--- config.mk ---
export PLATFORM = sky130hd
export DESIGN_NAME = bff_mod
export DESIGN_NICKNAME = d
export VERILOG_FILES = /design/src/hw/rtl/bloom_filter_fnv_two_hash_top_assert.svh /design/src/hw/rtl/bff_pkg.sv /design/src/hw/rtl/bff_mod.sv
export SDC_FILE = /design/constraint.sdc
export NUM_CORES = 1
export LEC_CHECK = 0
export BUFFER_PORTS_ARGS = -buffer_cell sky130_fd_sc_hd__buf_2
export CAP_MARGIN = 10
export CORE_MARGIN = 2
export CORE_UTILIZATION = 55
export DETAILED_ROUTE_END_ITERATION = 10
export PLACE_DENSITY = 0.83
export SLEW_MARGIN = 20
export SYNTH_ARGS = -nofsm -noshare
export SYNTH_HDL_FRONTEND = slang
export SYNTH_SLANG_ARGS = --single-unit
--- constraint.sdc ---
create_clock -name clock -period 2.9 [get_ports clock]
set_clock_uncertainty 0.15 [all_clocks]
set_input_delay 0 -clock clock [delete_from_list [all_inputs] [get_ports clock]]
set_output_delay 0 -clock clock [all_outputs]
set_load 0.05 [all_outputs]
--- src/hw/rtl/bloom_filter_fnv_two_hash_top_assert.svh ---
// ----------------------------------------------------------------------------
// Bloom filter assertion macros
// Implication checks on the clock, disabled in reset.
// ----------------------------------------------------------------------------
`ifndef BLOOM_FILTER_FNV_TWO_HASH_TOP_ASSERT_SVH
`define BLOOM_FILTER_FNV_TWO_HASH_TOP_ASSERT_SVH

// same-cycle implication
`define BFF_ASSERT_SAME(label, ante, cons) \
   label: assert property (@(posedge clock) disable iff (reset) (ante) |-> (cons)) \
      else $error("bloom filter check failed");

// next-cycle implication
`define BFF_ASSERT_NEXT(label, ante, cons) \
   label: assert property (@(posedge clock) disable iff (reset) (ante) |=> (cons)) \
      else $error("bloom filter check failed");

`endif

--- src/hw/rtl/bff_pkg.sv ---
// ----------------------------------------------------------------------------
// Bloom filter package
// Hash constants, opcodes, result kinds and the FNV-1a round.
// ----------------------------------------------------------------------------
package bff_pkg;

   localparam logic [63:0] FNV_BASIS = 64'hcbf29ce484222325;
   localparam logic [63:0] SEED_MIX  = 64'h9e3779b97f4a7c15;
   localparam logic [63:0] FNV_SEED2 = FNV_BASIS ^ SEED_MIX;

   localparam int unsigned CFG_W   = 11;
   localparam int unsigned WIDX_W  = 58;

   localparam logic [1:0] OP_ADD   = 2'd0;
   localparam logic [1:0] OP_QUERY = 2'd1;
   localparam logic [1:0] OP_CLEAR = 2'd2;
   localparam logic [1:0] OP_NONE  = 2'd3;

   localparam logic [1:0] KIND_ADD   = 2'd0;
   localparam logic [1:0] KIND_QUERY = 2'd1;
   localparam logic [1:0] KIND_CLEAR = 2'd2;

   typedef struct packed {
      logic busy;
      logic done;
      logic hit;
   } store_status_type;

   // multiplier 2^40 + 0x1b3
   function automatic logic [63:0] fnv_round(input logic [63:0] h, input logic [7:0] b);
      logic [63:0] x;
      x = h ^ {56'd0, b};
      return (x << 40) + (x * 64'h1b3);
   endfunction

endpackage

--- src/hw/rtl/bff_mod.sv ---
// ----------------------------------------------------------------------------
// Bloom filter word index remainder
// Bit-serial restoring remainder of a 58-bit word index by the word count.
// ----------------------------------------------------------------------------
module bff_mod
   import bff_pkg::*;
(
   input  logic                 clock,
   input  logic                 reset,
   input  logic                 go,
   input  logic [WIDX_W-1:0]    dividend,
   input  logic [CFG_W-1:0]     divisor,
   output logic                 done,
   output logic [CFG_W-1:0]     remainder
);

   localparam int unsigned CNT_W = $clog2(WIDX_W);

   logic                active_ff, active_in;
   logic                done_ff, done_in;
   logic [CNT_W-1:0]    cnt_ff, cnt_in;
   logic [WIDX_W-1:0]   dvd_ff, dvd_in;
   logic [CFG_W-1:0]    dsr_ff, dsr_in;
   logic [CFG_W-1:0]    rem_ff, rem_in;
   logic [CFG_W:0]      trial;

   always_comb begin
      active_in = active_ff;
      done_in   = 1'b0;
      cnt_in    = cnt_ff;
      dvd_in    = dvd_ff;
      dsr_in    = dsr_ff;
      rem_in    = rem_ff;
      trial     = {rem_ff, dvd_ff[WIDX_W-1]};
      if (go) begin
         active_in = 1'b1;
         cnt_in    = '0;
         dvd_in    = dividend;
         dsr_in    = divisor;
         rem_in    = '0;
      end else if (active_ff) begin
         if (trial >= {1'b0, dsr_ff}) begin
            rem_in = CFG_W'(trial - {1'b0, dsr_ff});
         end else begin
            rem_in = CFG_W'(trial);
         end
         dvd_in = dvd_ff << 1;
         cnt_in = cnt_ff + 1'b1;
         if (cnt_ff == CNT_W'(WIDX_W - 1)) begin
            active_in = 1'b0;
            done_in   = 1'b1;
         end
      end
   end

   always_ff @(posedge clock) begin
      if (reset) begin
         active_ff <= 1'b0;
         done_ff   <= 1'b0;
         cnt_ff    <= '0;
      end else begin
         active_ff <= active_in;
         done_ff   <= done_in;
         cnt_ff    <= cnt_in;
      end
      dvd_ff <= dvd_in;
      dsr_ff <= dsr_in;
      rem_ff <= rem_in;
   end

   assign done      = done_ff;
   assign remainder = rem_ff;

endmodule

# == Word level (Yosys, flattened, before mapping) ==
# Cells that the tools add are included.
# op_classes
addsub,2
n_lt_le_gt_ge,1
n_eq_ne,1
n_mux,7
bitwise_logic,1
n_reduce_logical,3
# op_table
cell,n
$mux 58,2
$ge 12x11->1,1
$mux 11,1
$sub 11x11->11,1
$add 6x1->6 const B,1
$eq 6x6->1 const B,1
$mux 1,4
$reduce_or 3->1,1
$reduce_bool 2->1,1
$reduce_or 2->1,1
$not 1->1,1
# word_totals
ff_bits,88
out_inout_bits,12

# == Longest topological paths before layout ==
# Gate-level depths: netlist of the first run.
# logic_depth
depth_word,4
depth_mapped,10

# == Worst setup path before layout of the first run ==
# OpenSTA, ideal clock, no wires.
# synth_timing
kind,flip-flop to flip-flop
from,register rem_ff[0] (netlist: remainder[0])
to,register rem_ff[6] (netlist: remainder[6])
t_arrival_ns,2.761
setup_slack_ns,-0.099
path_stages_with_launch,10
n_path_buf,1
cell_sequence,dfxtp_1 -> inv_1 -> fa_1 -> nand2b_1 -> o2bb2ai_2 -> a211o_1 -> and2_4 -> buf_6 -> or3b_1 -> a311oi_2
# synth_between
elab_chain_len,2
word_cells_on_any_way,3
classes_between,add/sub (1); order compare (1); mux (1)
# synth_rtl
element,line_no,source
start: declaration,bff_mod.sv:24,"logic [CFG_W-1:0] rem_ff, rem_in;"
start signal: assignment,bff_mod.sv:68,rem_ff <= rem_in;
$sub 11x11->11 / $ge 12x11->1 (equally long branches),"bff_mod.sv:43, bff_mod.sv:42",
$mux 11 (*),bff_mod.sv:42,"if (trial >= {1'b0, dsr_ff}) begin"
# Mark *: on every way between the ends. The rest lies on a longest branch, timed or not.
# A chain may end at the register's enable or synchronous reset.

# == Final worst setup path of the first run ==
# layout_timing
from,register dvd_ff[57]
to,register rem_ff[6] (netlist: remainder[6])
# layout_between
elab_chain_len,2
word_cells_on_any_way,3
classes_between,add/sub (1); order compare (1); mux (1)
# layout_rtl
element,line_no,source
start: declaration,bff_mod.sv:22,"logic [WIDX_W-1:0] dvd_ff, dvd_in;"
start signal: assignment,bff_mod.sv:66,dvd_ff <= dvd_in;
$sub 11x11->11 / $ge 12x11->1 (equally long branches),"bff_mod.sv:43, bff_mod.sv:42",
$mux 11 (*),bff_mod.sv:42,
# Marks and branches as above.

==> run metrics, run 1 <==
CTS root buf clkbuf_8; final worst path period share 0.968; status finished, final reports clean; Final Setup Violations 0; Synth top area share 0.502; GR Util All Layers 0.241; vias in the first global route between 3000 and 4000; post-synthesis instance area ~4100 sq um; count leader, synth edfxtp_1; Starting Density 0.569; Max-Cap Viols 0; vias 3072; Port Buffer Count 83; Yosys top cell by area edfxtp_1; GPL Wtd Cong around 0.90; TritonCTS Sinks 88; antenna cell count 0; critical path class reg -> reg; Die Span X 90.6 um; syn_area_per_cell 13.4 sq um; GR Layer Usage met3 0.0426; CP Max Fanout 8; WL/cell roughly 16 um; largest net degree at the start of global routing 59; Critical Path Max Stage Delay 0.41 ns; post-layout net count 553; M2 GR Usage 0.435; dpl cell area roughly 4700 sq um; RSZ-0062 raised after global routing no; clock latency on the worst-skew pair between 0.3 and 0.4 ns; number of synthesized flops with an enable pin 69; GR Overflow Total 0; Gate Count Post-Synth around 310; CP Buf/Inv Count 1; layout cell share with drive strength beyond 1 0.356; Yosys cell types 45; leading post-synthesis cells by cell area edfxtp_1 (50%), mux2_2 (16%), dfxtp_1 (9.2%); initial antenna violation count 0; r2r worst-path depth 9; Slowest cell on crit path fa_1; Seq/Total Area, Yosys 0.594; Post-CTS Setup Repair Bufs 0; Synth Flop Type edfxtp_1; dpl hpwl 5580 um; cell area power density 507 nW/um^2; CTS max path bufs 2; synthesis-to-layout area growth 35.0%; max-slew violations 0; Slew headroom 0.499; Lkg Pwr 0.00227 uW; Place WS around 0.13 ns; share of synthesized registers carrying an async set or reset 0; hold depth 1; Rows 31; Final Worst Setup Slack 0.0939 ns; met1 Use GR 0.287; core area 7250 sq um; die area 8210 sq um; CP cell instances inv_1, ha_1, fa_1, nand2b_1, o2bb2ai_2, a211o_4, and2_4, or3b_1, a311oi_2; Peak VDD IR between 300 and 400 uV; setup tns final 0 ns; CTS tree done; Tightest Pin Transition roughly 0.75 ns; Routed Antenna Nets 0; Fin. Hold Viols 0; post-layout instance area around 5600 sq um; Crit path arrival time 2.92 ns; Fmax 0.356 GHz; Stages on worst setup path 9; Final min period 2.81 ns; cts bufs inserted 9; global-route wire length before repair around 15000 um; CP startpoint kind flip-flop; chip height 90.6 um; first-pass detailed-route iteration total 5; Hold Path Class in -> reg; post-synthesis sequential element count 88; initial drt markers 184; clock-pin slew on the worst setup and hold paths 0.09 ns; H-tree depth 3; Synthesized Nets slightly below 400; top cells by count, synth edfxtp_1 (69), mux2_2 (57), dfxtp_1 (19), nor2_1 (19), inv_1 (17); Worst setup EP type flip-flop; # fillers 476; Top delay family on crit path compound AO/OA/AOI/OAI gates; Remaining DRCs 0; Syn. warnings 0; busiest grt layer met2; final wirelength 9280 um; io pins 84; vias per cell 5.38; Crit path required time 3.02 ns
## per-stage QoR
stage               total power [uW]   util  hold WS (ns)  instances
floorplan                       1790      -       -0.0776        309
global placement                1890  0.643        0.0178        485
detailed placement              1910  0.643        0.0285        485
CTS                             2820  0.766       0.00290        571
global route                    2930  0.768        0.0287        571
finish                          2820  0.768       0.00881        571
## timing repair
action	in CTS	in global routing
resized for setup	0	1
hold endpoints to repair	77	0
endpoints found under the setup margin	0	1
hold buffers	70	0
## per-layer routing
layer | up-vias | wire (um)
li1 | 1467 | -
met1 | 1486 | 3670
met2 | 98 | 4970
met3 | 21 | 448
met4 | 0 | 192
met5 | - | 0
## state kept, by name (all words and copies together) (netlist names)
register	cells
dsr_ff	11
remainder	11
done	1
active_ff	1
cnt_ff	6
dvd_ff	58
## placed cells by master, fill, tap and decap left out, types with 13 or more instances in the layout
cell	n
a21oi_1	14
buf_2	83
dfxtp_1	18
dlygate4sd3_1	70
edfxtp_1	69
ha_1	13
inv_1	16
mux2_2	57
nand2_1	16
nor2_1	19
o21ai_0	15
## logic make-up (layout without fill, tap and decap cells)
| family | after synthesis | in the layout | share of synthesized area |
|---|---|---|---|
| buffers and inverters | 27 | 190 | 0.0264 |
| adders and majority gates | 14 | 14 | 0.0443 |
| AOI/OAI and AO/OA | 52 | 52 | 0.0837 |
| DFF | 88 | 88 | 0.594 |
| xor gates and xnor gates | 8 | 8 | 0.0170 |
| and+or+nand+nor | 60 | 60 | 0.0710 |
| muxes | 60 | 60 | 0.163 |
## power by group
part,total (uW),switching (uW),internal (uW)
combinational,432,200,233
sequential,1530,43.4,1490
clock,858,459,399
## path summary, 6_finish.rpt
kind / startpoint / slack (ns) / to
setup reg to reg: dvd_ff[57] / 0.09 / remainder[6]
hold / removal: go / 0.009 / dsr_ff[0]
setup / recovery: dvd_ff[57] / 0.09 / remainder[6]
hold reg to reg: remainder[7] / 0.36 / remainder[7]
## cell type report
| class | instances | area, sq um | share of cell area |
|---|---|---|---|
| clock buffers | 9 | 124 | 0.0222 |
| clock inverters | 7 | 71.3 | 0.0128 |
| inverters | 17 | 63.8 | 0.0115 |
| multi-input cells | 194 | 1570 | 0.282 |
| flip-flops and latches | 88 | 2450 | 0.441 |
| well taps | 99 | 124 | 0.0222 |
| repair buffers | 157 | 1160 | 0.208 |
No activity file was read; power rests on OpenSTA's default activity.
==> run 2: changes to the inputs <==
--- a/config.mk
+++ b/config.mk
@@ -8,9 +8,9 @@
 export BUFFER_PORTS_ARGS = -buffer_cell sky130_fd_sc_hd__buf_2
 export CAP_MARGIN = 10
 export CORE_MARGIN = 2
-export CORE_UTILIZATION = 55
+export CORE_UTILIZATION = 49
 export DETAILED_ROUTE_END_ITERATION = 10
-export PLACE_DENSITY = 0.83
+export PLACE_DENSITY = 0.78
 export SLEW_MARGIN = 20
 export SYNTH_ARGS = -nofsm -noshare
 export SYNTH_HDL_FRONTEND = slang
==> constraint.sdc (replaced) <==
create_clock -name clock -period 2.4 [get_ports clock]
set_clock_uncertainty 0.15 [all_clocks]
set_input_delay 0 -clock clock [delete_from_list [all_inputs] [get_ports clock]]
set_output_delay 0 -clock clock [all_outputs]
set_load 0.05 [all_outputs]
==> run 2 against run 1 <==
Net effect:
- largest cell class unchanged
- critical path type unchanged
- the run now ends with negative setup slack left
- combinational power is 33% higher
- largest power group unchanged
- core utilization is 6.7 points lower
- die area is 12% higher
- clock power is 6.9% higher
- first-iteration DRC count is 33% lower
==> run metrics, run 2 (synthesis gave the netlist of run 1 again) <==
GR Layer Usage met3 0.0564; initial drt markers 123; post-layout net count about 570; final worst path period share 1.04; antenna cell count 0; hold_ws 0.0117 ns; core area 8180 sq um; Crit path arrival time 2.62 ns; critical path class reg -> reg; post-layout instance area 5730 sq um; global-route wire length before repair 15100 um; synthesis-to-layout area growth 38.9%; cell area power density 583 nW/um^2; r2r worst-path depth 9; Rows 33; H-tree depth 3; Crit path required time 2.51 ns; status complete, but fails checks; die area 9170 sq um; violated checks negative setup slack; vias in the first global route 3123; max reg flops 58; dpl cell area 4800 sq um; Place WS -0.137 ns; Peak VDD IR ~380 uV; CP Launch Point dvd_ff[57]; TritonCTS Sinks 88; most common cell after layout, fill and taps aside buf_2; Final Setup Violations 3; chip height ~96 um; layout cell share with drive strength beyond 1 0.415; Final min period 2.51 ns; reg-to-reg endpoint remainder[6]; Hold Startpoint go; switch share 0.255; Final Worst Setup Slack -0.105 ns; Largest Register dvd_ff; vias per cell between 5 and 6; Lkg Pwr ~0.0023 uW; Fin. Hold Viols 0; most frequent cells in the layout buf_2 (83), dlygate4sd3_1 (70), edfxtp_1 (69); GR Util All Layers 0.222; Port Buffer Count between 80 and 90; Pint roughly 2500 uW; Slew headroom 0.512; total power 3340 uW; final wirelength 9530 um; vias 3046; Switching Power 851 uW; max-slew violations 0; Comb pwr share 0.172; Routed Antenna Nets 0; R2R setup slack -0.11 ns; busiest grt layer met2; M2 GR Usage 0.385; dpl hpwl 5680 um; RSZ-0062 raised after global routing yes; clock latency on the worst-skew pair 0.36 ns; r2r startpoint dvd_ff[57]; Die Span X 95.8 um; io pins between 80 and 90; initial antenna violation count 0; first-pass detailed-route iteration total 5; CP startpoint kind flip-flop; CTS max path bufs 2; sequential power share 0.553; clock-pin slew on the worst setup and hold paths 0.09 ns; cts bufs inserted 9; CTS tree done; CTS root buf clkbuf_8; Clock Power Share 0.275; met1 Use GR 0.272; CP Max Fanout 2; GPL Wtd Cong 0.851; Remaining DRCs 0; Fmax about 0.4 GHz; Max-Cap Viols 0; GR Overflow Total 0; Worst setup EP type flip-flop; Hold Path Class in -> reg; Critical Path Sink remainder[6]; # fillers ~580; Tightest Pin Transition 0.731 ns; WL/cell 16.1 um; largest net degree at the start of global routing 76; Starting Density 0.505
-- run 2: timing repair --
action | CTS | global route
resized for setup | 1 | 9
buffers inserted | 1 | 1
pin swaps | 4 | 4
gates cloned | 0 | 0
hold buffers | 70 | 0
setup endpoints to repair | 9 | 10
endpoints found under the hold margin | 77 | 0
-- run 2: through the flow --
step	instances	TNS (ns)	utilization
after CTS	591	-0.236	0.696
after global routing	592	-0.946	0.701
final	592	-0.235	0.701
after floorplan	309	-0.335	-
after global placement	504	-0.0701	0.588
after detailed placement	504	-0.339	0.588
-- run 2: layout make-up --
| cell class | count | area, sq um | share of cell area |
|---|---|---|---|
| well taps | 105 | 131 | 0.0229 |
| repair buffers | 172 | 1280 | 0.223 |
| clock buffers | 9 | 124 | 0.0216 |
| clock inverters | 7 | 46.3 | 0.00808 |
| multi-input cells | 194 | 1620 | 0.282 |
| flip-flops and latches | 88 | 2460 | 0.430 |
| inverters | 17 | 67.6 | 0.0118 |
-- run 2: worst max-delay path: stages (launching register included) --
cell,delay (ns)
edfxtp_1,0.40
inv_2,0.06
ha_4,0.16
fa_2,0.33
nand2b_4,0.15
o2bb2ai_2,0.12
a211o_1,0.28
and2_4,0.15
or3b_4,0.37
a311oi_2,0.23
-- run 2: power groups by stage --
| stage | clock network, uW | logic, uW | registers (uW) |
|---|---|---|---|
| 3_5_place_dp | 0 | 459 | 1880 |
| 6_report | 917 | 574 | 1850 |
| 2_1_floorplan | 0 | 281 | 1890 |
| 4_1_cts | 940 | 552 | 1850 |
| 5_1_grt | 1010 | 622 | 1860 |
| 3_3_place_gp | 0 | 446 | 1880 |
-- run 2: worst min path at each step --
stage                         to  depth (start not counted)
finish              remainder[2]                          5
global route        remainder[8]                          5
CTS                 remainder[7]                          5
detailed placement     dsr_ff[9]                          1
global placement       dsr_ff[9]                          1
floorplan              active_ff                          1
-- run 2: routing by layer --
metal | vias to the layer above | part of all wire
li1 | 1499 | -
met1 | 1450 | 0.43
met2 | 83 | 0.50
met3 | 14 | 0.049
met4 | 0 | 0.016
met5 | - | 0
